### config.mk
export PLATFORM = sky130hd
export DESIGN_NAME = gregorian_date_arithmetic_core
export DESIGN_NICKNAME = d
export VERILOG_FILES = /design/src/rtl/gda_pkg.sv /design/src/rtl/gregorian_date_arithmetic_core.sv /design/src/rtl/gda_ctrl.sv /design/src/rtl/gda_dp.sv
export SDC_FILE = /design/constraint.sdc
export NUM_CORES = 2
export LEC_CHECK = 0
export BUFFER_PORTS_ARGS = -buffer_cell sky130_fd_sc_hd__buf_4
export CORE_MARGIN = 3
export CORE_UTILIZATION = 30
export CTS_CLUSTER_SIZE = 12
export DETAILED_ROUTE_END_ITERATION = 8
export PLACE_DENSITY = 0.52
export REMOVE_ABC_BUFFERS = 1
export SYNTH_ARGS = -nofsm -noshare
export SYNTH_HDL_FRONTEND = slang
export SYNTH_SLANG_ARGS = --single-unit
### constraint.sdc
create_clock -name clk -period 13.5 [get_ports clk]
set_clock_uncertainty 0.1 [all_clocks]
set_input_delay 2.7 -clock clk [delete_from_list [all_inputs] [get_ports clk]]
set_output_delay 2.7 -clock clk [all_outputs]
set_load 0.05 [all_outputs]
### src/rtl/gda_pkg.sv
// ----------------------------------------------------------------------------
// gda_pkg: shared types and constants for the Gregorian date arithmetic core
// Holds field widths, operation codes, controller states and the
// controller-to-datapath command structures.
// ----------------------------------------------------------------------------
package gda_pkg;

  localparam int unsigned MAX_YEAR = 9999;
  localparam int unsigned YW = 14;
  localparam int unsigned MW = 4;
  localparam int unsigned DW = 5;
  localparam int unsigned AW = 16;
  localparam int unsigned FW = 22;
  localparam int unsigned NW = 24;
  localparam int unsigned CW = 32;

  localparam logic [YW-1:0] TOP_YEAR =
    (MAX_YEAR < 16383) ? YW'(MAX_YEAR) : YW'(16383);

  typedef enum logic [1:0] {
    OP_ADD_DAYS   = 2'd0,
    OP_ADD_MONTHS = 2'd1,
    OP_ADD_YEARS  = 2'd2,
    OP_DIFF       = 2'd3
  } op_t;

  typedef enum logic [3:0] {
    ST_IDLE,
    ST_CLAMP,
    ST_DOY,
    ST_DAY_YEAR,
    ST_DAY_MONTH,
    ST_MON_DIV,
    ST_FIX,
    ST_DN_A,
    ST_DN_B,
    ST_DIFF,
    ST_DONE
  } state_t;

  typedef struct packed {
    logic load;
    logic clamp;
    logic doy_step;
    logic yr_step;
    logic mo_step;
    logic div_step;
    logic fix;
    logic dn_b;
    logic diff;
    logic done;
  } cmd_t;

  typedef struct packed {
    op_t  op;
    logic doy_end;
    logic yr_end;
    logic mo_end;
  } sts_t;

  // year / 100 by reciprocal multiply, exact for every 14-bit year
  function automatic logic [7:0] div100(input logic [YW-1:0] y);
    logic [27:0] prod;
    prod   = 28'(y) * 28'd5243;
    div100 = prod[26:19];
  endfunction

  function automatic logic is_leap(input logic [YW-1:0] y);
    logic [7:0]    q;
    logic [YW-1:0] cent;
    q       = div100(y);
    cent    = YW'(q) * YW'(100);
    // century years are leap only when the century count is a multiple of 4
    is_leap = (y[1:0] == 2'b00) && ((cent != y) || (q[1:0] == 2'b00));
  endfunction

  function automatic logic [DW-1:0] mdays(input logic [YW-1:0] y,
                                           input logic [MW-1:0] m);
    logic [DW-1:0] r;
    r = DW'(31);
    unique case (m)
      4'd2:                      r = is_leap(y) ? DW'(29) : DW'(28);
      4'd4, 4'd6, 4'd9, 4'd11:   r = DW'(30);
      default:                   r = DW'(31);
    endcase
    mdays = r;
  endfunction

endpackage

### src/rtl/gregorian_date_arithmetic_core.sv
// ----------------------------------------------------------------------------
// gregorian_date_arithmetic_core: Gregorian date add and day difference
// Controller and datapath pair; one result word per accepted input word.
// ----------------------------------------------------------------------------
//  channel | handshake        | word
//  input   | start / busy     | in_operation .. in_other_day
//  result  | out_valid strobe | out_result_year .. out_overflow
//
//  Sequencing: add years runs clamp, fix and done; add months adds a
//  divide step before fix; add days steps the clamped base months, then
//  one year per cycle through the years crossed, then the months stepped;
//  difference steps the clamped months of both dates, then subtracts.
//  The result strobe rises in the same cycle that busy drops.
//  Reset: rst_n low clears the controller and the strobe.
//  Stalls: the receiver cannot stall; busy holds off new words.
// ----------------------------------------------------------------------------
module gregorian_date_arithmetic_core (
  input  logic                    clk,
  input  logic                    rst_n,
  input  logic                    start,
  output logic                    busy,
  input  logic [1:0]              in_operation,
  input  logic [gda_pkg::YW-1:0]  in_base_year,
  input  logic [gda_pkg::MW-1:0]  in_base_month,
  input  logic [gda_pkg::DW-1:0]  in_base_day,
  input  logic [gda_pkg::AW-1:0]  in_amount,
  input  logic [gda_pkg::YW-1:0]  in_other_year,
  input  logic [gda_pkg::MW-1:0]  in_other_month,
  input  logic [gda_pkg::DW-1:0]  in_other_day,
  output logic                    out_valid,
  output logic [gda_pkg::YW-1:0]  out_result_year,
  output logic [gda_pkg::MW-1:0]  out_result_month,
  output logic [gda_pkg::DW-1:0]  out_result_day,
  output logic [gda_pkg::FW-1:0]  out_day_difference,
  output logic                    out_date_valid,
  output logic                    out_overflow
);
  import gda_pkg::*;

  cmd_t cmd;
  sts_t sts;

  // sequence the steps
  gda_ctrl u_ctrl (
    .clk   (clk),
    .rst_n (rst_n),
    .start (start),
    .busy  (busy),
    .sts   (sts),
    .cmd   (cmd)
  );

  // hold operands, step the calendar, register the result word
  gda_dp u_dp (
    .clk                (clk),
    .rst_n              (rst_n),
    .cmd                (cmd),
    .sts                (sts),
    .in_operation       (in_operation),
    .in_base_year       (in_base_year),
    .in_base_month      (in_base_month),
    .in_base_day        (in_base_day),
    .in_amount          (in_amount),
    .in_other_year      (in_other_year),
    .in_other_month     (in_other_month),
    .in_other_day       (in_other_day),
    .out_valid          (out_valid),
    .out_result_year    (out_result_year),
    .out_result_month   (out_result_month),
    .out_result_day     (out_result_day),
    .out_day_difference (out_day_difference),
    .out_date_valid     (out_date_valid),
    .out_overflow       (out_overflow)
  );

endmodule

### src/rtl/gda_ctrl.sv
// ----------------------------------------------------------------------------
// gda_ctrl: sequencing controller
// Walks each operation through its datapath steps and raises the strobe.
// ----------------------------------------------------------------------------
module gda_ctrl (
  input  logic          clk,
  input  logic          rst_n,
  input  logic          start,
  output logic          busy,
  input  gda_pkg::sts_t sts,
  output gda_pkg::cmd_t cmd
);
  import gda_pkg::*;

  state_t state_r, state_nxt;

  always_ff @(posedge clk) begin
    if (!rst_n) begin
      state_r <= ST_IDLE;
    end else begin
      state_r <= state_nxt;
    end
  end

  always_comb begin
    state_nxt = state_r;
    cmd       = '0;
    busy      = (state_r != ST_IDLE);
    unique case (state_r)
      ST_IDLE: begin
        if (start) begin
          cmd.load  = 1'b1;
          state_nxt = ST_CLAMP;
        end
      end
      ST_CLAMP: begin
        cmd.clamp = 1'b1;
        unique case (sts.op)
          OP_ADD_DAYS:   state_nxt = ST_DOY;
          OP_ADD_MONTHS: state_nxt = ST_MON_DIV;
          OP_ADD_YEARS:  state_nxt = ST_FIX;
          OP_DIFF:       state_nxt = ST_DN_A;
          default:       state_nxt = ST_DOY;
        endcase
      end
      ST_DOY: begin
        cmd.doy_step = 1'b1;
        if (sts.doy_end) state_nxt = ST_DAY_YEAR;
      end
      ST_DAY_YEAR: begin
        cmd.yr_step = 1'b1;
        if (sts.yr_end) state_nxt = ST_DAY_MONTH;
      end
      ST_DAY_MONTH: begin
        cmd.mo_step = 1'b1;
        if (sts.mo_end) state_nxt = ST_DONE;
      end
      ST_MON_DIV: begin
        cmd.div_step = 1'b1;
        state_nxt    = ST_FIX;
      end
      ST_FIX: begin
        cmd.fix   = 1'b1;
        state_nxt = ST_DONE;
      end
      ST_DN_A: begin
        cmd.doy_step = 1'b1;
        if (sts.doy_end) state_nxt = ST_DN_B;
      end
      ST_DN_B: begin
        cmd.dn_b = 1'b1;
        if (sts.doy_end) state_nxt = ST_DIFF;
      end
      ST_DIFF: begin
        cmd.diff  = 1'b1;
        state_nxt = ST_DONE;
      end
      ST_DONE: begin
        cmd.done  = 1'b1;
        state_nxt = ST_IDLE;
      end
      default: state_nxt = ST_IDLE;
    endcase
  end

endmodule

### src/rtl/gda_dp.sv
// ----------------------------------------------------------------------------
// gda_dp: date datapath
// Registers the operands and steps months and years one per cycle; adds days and years in one step.
// ----------------------------------------------------------------------------
module gda_dp (
  input  logic                    clk,
  input  logic                    rst_n,
  input  gda_pkg::cmd_t           cmd,
  output gda_pkg::sts_t           sts,
  input  logic [1:0]              in_operation,
  input  logic [gda_pkg::YW-1:0]  in_base_year,
  input  logic [gda_pkg::MW-1:0]  in_base_month,
  input  logic [gda_pkg::DW-1:0]  in_base_day,
  input  logic [gda_pkg::AW-1:0]  in_amount,
  input  logic [gda_pkg::YW-1:0]  in_other_year,
  input  logic [gda_pkg::MW-1:0]  in_other_month,
  input  logic [gda_pkg::DW-1:0]  in_other_day,
  output logic                    out_valid,
  output logic [gda_pkg::YW-1:0]  out_result_year,
  output logic [gda_pkg::MW-1:0]  out_result_month,
  output logic [gda_pkg::DW-1:0]  out_result_day,
  output logic [gda_pkg::FW-1:0]  out_day_difference,
  output logic                    out_date_valid,
  output logic                    out_overflow
);
  import gda_pkg::*;

  op_t           op_r;
  logic [YW-1:0] y_r, oy_r;
  logic [MW-1:0] m_r, om_r;
  logic [DW-1:0] d_r, od_r;
  logic [AW-1:0] amt_r;
  logic          valid_r, ovf_r;
  // shared day counter, month index and wide accumulator
  logic [NW-1:0] n_r;
  logic [MW-1:0] i_r;
  logic [CW-1:0] acc_r;
  logic [NW-1:0] dna_r;
  logic          sel_r;

  logic          out_valid_r;
  logic [YW-1:0] oyr_r;
  logic [MW-1:0] omr_r;
  logic [DW-1:0] odr_r;
  logic [FW-1:0] odf_r;
  logic          odv_r, oov_r;

  logic [YW-1:0] cy;
  logic [MW-1:0] cm;
  logic [DW-1:0] cd;
  logic [YW-1:0] cyo;
  logic [MW-1:0] cmo;
  logic [DW-1:0] cdo;
  logic [YW-1:0] ycur;
  logic [MW-1:0] mcur;
  logic [YW-1:0] p;
  logic [7:0]    q100p;
  logic [NW-1:0] dn_base;
  logic [NW-1:0] diy;
  logic [NW-1:0] dim;
  logic [YW-1:0] fy;
  logic [MW-1:0] fm;
  logic [CW-1:0] ysum;
  logic [NW-1:0] dabs;
  logic [CW-1:0] mprod;
  logic [CW-1:0] mq;
  logic [CW-1:0] mrem;

  // clamp helpers
  always_comb begin
    cy = (y_r == '0) ? YW'(1) : ((y_r > TOP_YEAR) ? TOP_YEAR : y_r);
    cm = (m_r == '0) ? MW'(1) : ((m_r > MW'(12)) ? MW'(12) : m_r);
    cd = (d_r == '0) ? DW'(1) : d_r;
    if (cd > mdays(cy, cm)) cd = mdays(cy, cm);
    cyo = (oy_r == '0) ? YW'(1) : ((oy_r > TOP_YEAR) ? TOP_YEAR : oy_r);
    cmo = (om_r == '0) ? MW'(1) : ((om_r > MW'(12)) ? MW'(12) : om_r);
    cdo = (od_r == '0) ? DW'(1) : od_r;
    if (cdo > mdays(cyo, cmo)) cdo = mdays(cyo, cmo);
  end

  assign ycur    = sel_r ? oy_r : y_r;
  assign mcur    = sel_r ? om_r : m_r;
  assign p       = ycur - YW'(1);
  assign q100p   = div100(p);
  // p/400 is the century count over four
  assign dn_base = NW'(365 * 32'(p)) + NW'(p >> 2) - NW'(q100p) + NW'(q100p >> 2);
  assign diy     = is_leap(y_r) ? NW'(366) : NW'(365);
  assign dim     = NW'(mdays(y_r, i_r));
  assign ysum    = CW'(y_r) + CW'(amt_r);
  assign fy      = (op_r == OP_ADD_MONTHS) ? YW'(acc_r) : YW'(ysum);
  assign fm      = (op_r == OP_ADD_MONTHS) ? i_r : m_r;
  assign dabs    = (dna_r > n_r) ? dna_r - n_r : n_r - dna_r;

  // month count / 12: divide by 4 with a shift, then by 3 with a reciprocal
  assign mprod   = CW'(acc_r[17:2]) * CW'(43691);
  assign mq      = CW'(mprod[31:17]);
  assign mrem    = acc_r - mq * CW'(12);

  always_comb begin
    sts.op      = op_r;
    sts.doy_end = (i_r >= mcur);
    sts.yr_end  = (n_r <= diy) || ovf_r;
    sts.mo_end  = ovf_r || (i_r == MW'(12)) || (n_r <= dim);
  end

  always_ff @(posedge clk) begin
    if (cmd.load) begin
      op_r    <= op_t'(in_operation);
      y_r     <= in_base_year;
      m_r     <= in_base_month;
      d_r     <= in_base_day;
      amt_r   <= in_amount;
      oy_r    <= in_other_year;
      om_r    <= in_other_month;
      od_r    <= in_other_day;
      ovf_r   <= 1'b0;
      sel_r   <= 1'b0;
    end
    if (cmd.clamp) begin
      valid_r <= (y_r != '0) && (y_r <= TOP_YEAR) && (m_r != '0) &&
                 (m_r <= MW'(12)) && (d_r != '0) && (d_r <= mdays(y_r, m_r));
      y_r  <= cy;  m_r  <= cm;  d_r  <= cd;
      oy_r <= cyo; om_r <= cmo; od_r <= cdo;
      i_r  <= MW'(1);
      n_r  <= NW'(cd);
      // month count: y*12 + (m-1) + amount, split into year and month next
      acc_r <= CW'(cy) * CW'(12) + CW'(cm - MW'(1)) + CW'(amt_r);
    end
    if (cmd.doy_step && !sts.doy_end) begin
      n_r <= n_r + NW'(mdays(ycur, i_r));
      i_r <= i_r + MW'(1);
    end
    if (cmd.doy_step && sts.doy_end) begin
      if (op_r == OP_ADD_DAYS) begin
        n_r <= n_r + NW'(amt_r);
        i_r <= MW'(1);
      end else begin
        // save base day number, restart for the second date
        dna_r <= dn_base + n_r - NW'(1);
        sel_r <= 1'b1;
        i_r   <= MW'(1);
        n_r   <= NW'(od_r);
      end
    end
    if (cmd.yr_step && !sts.yr_end) begin
      n_r <= n_r - diy;
      if (y_r == TOP_YEAR) ovf_r <= 1'b1;
      else y_r <= y_r + YW'(1);
    end
    if (cmd.mo_step && !sts.mo_end) begin
      n_r <= n_r - dim;
      i_r <= i_r + MW'(1);
    end
    if (cmd.mo_step && sts.mo_end) begin
      m_r <= i_r;
      d_r <= DW'(n_r);
    end
    if (cmd.div_step) begin
      acc_r <= mq;
      i_r   <= MW'(mrem) + MW'(1);
    end
    if (cmd.dn_b && !sts.doy_end) begin
      n_r <= n_r + NW'(mdays(ycur, i_r));
      i_r <= i_r + MW'(1);
    end
    if (cmd.dn_b && sts.doy_end) begin
      n_r <= dn_base + n_r - NW'(1);
    end
    if (cmd.fix) begin
      if ((op_r == OP_ADD_MONTHS ? acc_r : ysum) > CW'(TOP_YEAR)) begin
        ovf_r <= 1'b1;
      end else begin
        y_r <= fy;
        m_r <= fm;
        if (d_r > mdays(fy, fm)) d_r <= mdays(fy, fm);
      end
    end
    if (cmd.diff) begin
      n_r <= dabs;
    end
    if (cmd.done) begin
      oyr_r <= ovf_r ? TOP_YEAR : y_r;
      omr_r <= ovf_r ? MW'(12)  : m_r;
      odr_r <= ovf_r ? DW'(31)  : d_r;
      odf_r <= (op_r == OP_DIFF) ?
               ((n_r > NW'(22'h3FFFFF)) ? 22'h3FFFFF : FW'(n_r)) : '0;
      odv_r <= valid_r;
      oov_r <= ovf_r;
    end
  end

  // strobe the result word for one cycle after done
  always_ff @(posedge clk) begin
    if (!rst_n) begin
      out_valid_r <= 1'b0;
    end else begin
      out_valid_r <= cmd.done;
    end
  end

  assign out_valid          = out_valid_r;
  assign out_result_year    = oyr_r;
  assign out_result_month   = omr_r;
  assign out_result_day     = odr_r;
  assign out_day_difference = odf_r;
  assign out_date_valid     = odv_r;
  assign out_overflow       = oov_r;

endmodule

==> flow_summary.json <==
{
  "area_growth_pct": 10.1,
  "cp.arrival_ps": 13130,
  "vias": 38200,
  "drive_gt1_share_pct": 6.52,
  "final_cell_mix": "inv_1 (1168), ha_1 (1097), fa_1 (597)",
  "cp-startpoint": "u_dp.sel_r",
  "endpoint": "u_dp.n_r[23]",
  "first_iter_violations": 2712,
  "multi_input_area_um2": 39800,
  "final_area_um2": 55200,
  "crit_buf_inv": 9,
  "yosysUniqueCellTypes": 99,
  "rows": 149,
  "finalWeightedCongestion": 0.934,
  "fp.dieW_um": 415,
  "ios": 116,
  "critPathMaxStageDelay_ps": 540,
  "via_per_inst": 4.94,
  "timing.rr.start": "u_dp.sel_r",
  "netlist_instances": 5388,
  "cts_htree_levels": 1,
  "async_flop_share_pct": 0,
  "cp.depth": 46,
  "hold_path_class": "flip-flop to flip-flop",
  "synth_area_um2": 50200,
  "end_kind": "flip-flop",
  "clk_latency_ps": 650,
  "ys_ff_latch": 203,
  "r2r_setup_slack_ps": 650,
  "tightestPinTransition_ps": 1170,
  "fmax_mhz": 77.8,
  "nFillCells": 17200,
  "r2r-end": "u_dp.n_r[23]",
  "routed_wl_mm": 156,
  "core_region_area_um2": 166000,
  "cpLargestDelayFamily": "adder cells",
  "drv_slew": 0,
  "post_cts_buffers": 0,
  "drtAntennaViolNets": 0,
  "yosys_most_used_dff": "edfxtp_1",
  "num_antenna_cells": 0,
  "avgSynthCellArea_um2": 9.32,
  "grt_start_max_net_pins": 60,
  "drt_pass1_iterations": 6,
  "clockRootBuffer": "clkbuf_16",
  "post_drt_wl_per_cell_um": 20.1,
  "crit_required_ps": 13780,
  "fp.dieH_um": 415,
  "rr_worst_depth": 46,
  "track_usage_pct": 17.9,
  "pre_cts_ws_ps": 112,
  "dieArea_um2": 172000,
  "initial_core_util_pct": 30.3,
  "cts_tree": "done",
  "period_minus_slack_ps": 12850,
  "antenna_found_initial": 7,
  "cp_common_cell": "fa_1",
  "seq_area_frac_synth_pct": 11.2,
  "slew-limit-headroom_pct": 22.2,
  "cts_buffer_depth": 3,
  "cts-buffers-inserted": 29,
  "clock_sinks": 203,
  "slowest_stage": "fa_1",
  "final_common_cell": "inv_1",
  "crit_path_start_kind": "flip-flop",
  "synth_edf_count": 156,
  "maxCapViolCount": 0,
  "dpl-instance-area_um2": 54200,
  "fin_nets": 7292,
  "grt_overflow": 0,
  "hpwl_mm": 133,
  "final_hold_viol_count": 0,
  "clkTransAtPathRegs_ps": 60,
  "grt_pass1_vias": 39600,
  "fin_ws_ps": 651,
  "fin_crit_sh_pct": 95.2,
  "postCtsHoldBufs": 0,
  "cp_max_fo": 10,
  "port_buffers": 115,
  "yosysWarnings": 0,
  "critPathKind": "flip-flop to flip-flop",
  "grt_pass1_wl_mm": 240,
  "status": "finished clean",
  "regArea_um2": 5630,
  "drc": 0,
  "finalSetupViolations": 0
}
==> sequential cells by signal, summed over array words and instances, names as in the netlist, 14 cells and up <==
| name | flops |
|---|---|
| u_dp.acc_r | 32 |
| u_dp.amt_r | 16 |
| u_dp.dna_r | 24 |
| u_dp.n_r | 24 |
| u_dp.out_day_difference | 22 |
| u_dp.out_result_year | 14 |
| u_dp.oy_r | 14 |
| u_dp.y_r | 14 |
==> worst min-delay path by stage <==
stage                               from             endpoint  slack (ps)  depth (start not counted)
after floorplan             u_dp.valid_r  u_dp.out_date_valid         300                          0
after detailed placement  u_dp.acc_r[28]       u_dp.acc_r[28]         340                          1
after CTS                 u_dp.acc_r[28]       u_dp.acc_r[28]         360                          1
after global routing      u_dp.acc_r[25]       u_dp.acc_r[25]         380                          1
final                     u_dp.acc_r[25]       u_dp.acc_r[25]         360                          1
after global placement    u_dp.acc_r[31]       u_dp.acc_r[31]         340                          1
==> repair_timing <==
item	CTS	global route
gates resized for setup	0	19
setup endpoints to repair	0	18
hold endpoints to repair	0	0
==> layout make-up <==
cell class	instances	share of cell area [%]
multi-input combinational	3903	72.0
sequential	203	10.2
inverter	1173	7.97
tap	2189	4.96
timing repair buffer	221	3.00
clock buffer	34	1.37
clock inverter	20	0.471
==> cell families after synthesis <==
family | count (synthesis) | synth area share (%)
buffers and inverters | 1296 | 9.80
adders and majority gates | 1694 | 51.2
other | 2 | 0.0150
muxes | 54 | 1.10
AOI/OAI and AO/OA | 942 | 12.6
and+or+nand+nor | 895 | 8.76
DFF | 203 | 11.2
xor gates and xnor gates | 302 | 5.39
==> Yosys cell counts (12+ instances only) <==
cell	n	area, um^2
a2111oi_0	19	166
a211oi_1	36	270
a21o_1	101	758
a21oi_1	223	1120
a221o_1	15	150
a221oi_1	15	131
a22oi_1	15	113
a31o_2	13	114
a31oi_1	32	200
and2_1	42	263
and3_1	41	257
and4_1	12	105
buf_2	21	105
clkbuf_1	90	338
dfxtp_1	47	941
edfxtp_1	156	4680
fa_1	597	12000
ha_1	1097	13700
inv_1	1169	4390
mux2i_1	45	450
nand2_1	235	882
nand2b_1	25	156
nand3_1	68	340
nand4_1	24	150
nor2_1	236	886
nor2b_1	34	213
nor3_1	73	365
nor4_1	25	156
o2111ai_1	12	105
o211ai_1	22	165
o21a_1	60	450
o21ai_0	184	921
o21bai_1	34	255
o22ai_1	31	194
o31ai_1	18	135
or2_2	25	156
or3_1	13	81.3
xnor2_1	224	1960
xor2_1	73	639
==> per-layer routing <==
layer / routed length (um) / global-route usage (%)
met2: 71700 / 29.5
met5: 13 / 0
met1: 70300 / 24.5
met3: 7550 / 1.73
met4: 6040 / 6.24
==> worst reg2reg max path: cells and delay by family, from the launching register on <==
kind | cells | cell delay (ps)
adders and majority gates | 13 | 5340
AOI/OAI and AO/OA | 17 | 4280
buffers and inverters | 9 | 1130
and+or+nand+nor | 4 | 700
DFF | 1 | 450
xor gates and xnor gates | 2 | 300
muxes | 1 | 260
==> stage by stage <==
stage	std cells	hold slack, ps	util, %	TNS (ps)
6_report	7743	358	33.4	0
5_1_grt	7743	376	33.4	-47.8
4_1_cts	7743	363	33.3	0
3_5_place_dp	7689	344	32.7	0
3_3_place_gp	7689	343	32.7	0
2_1_floorplan	5279	300	-	0
Power is left out: the tool's default activity adds up to more than one toggle a clock period on the data nets, which glitch-free logic cannot reach.
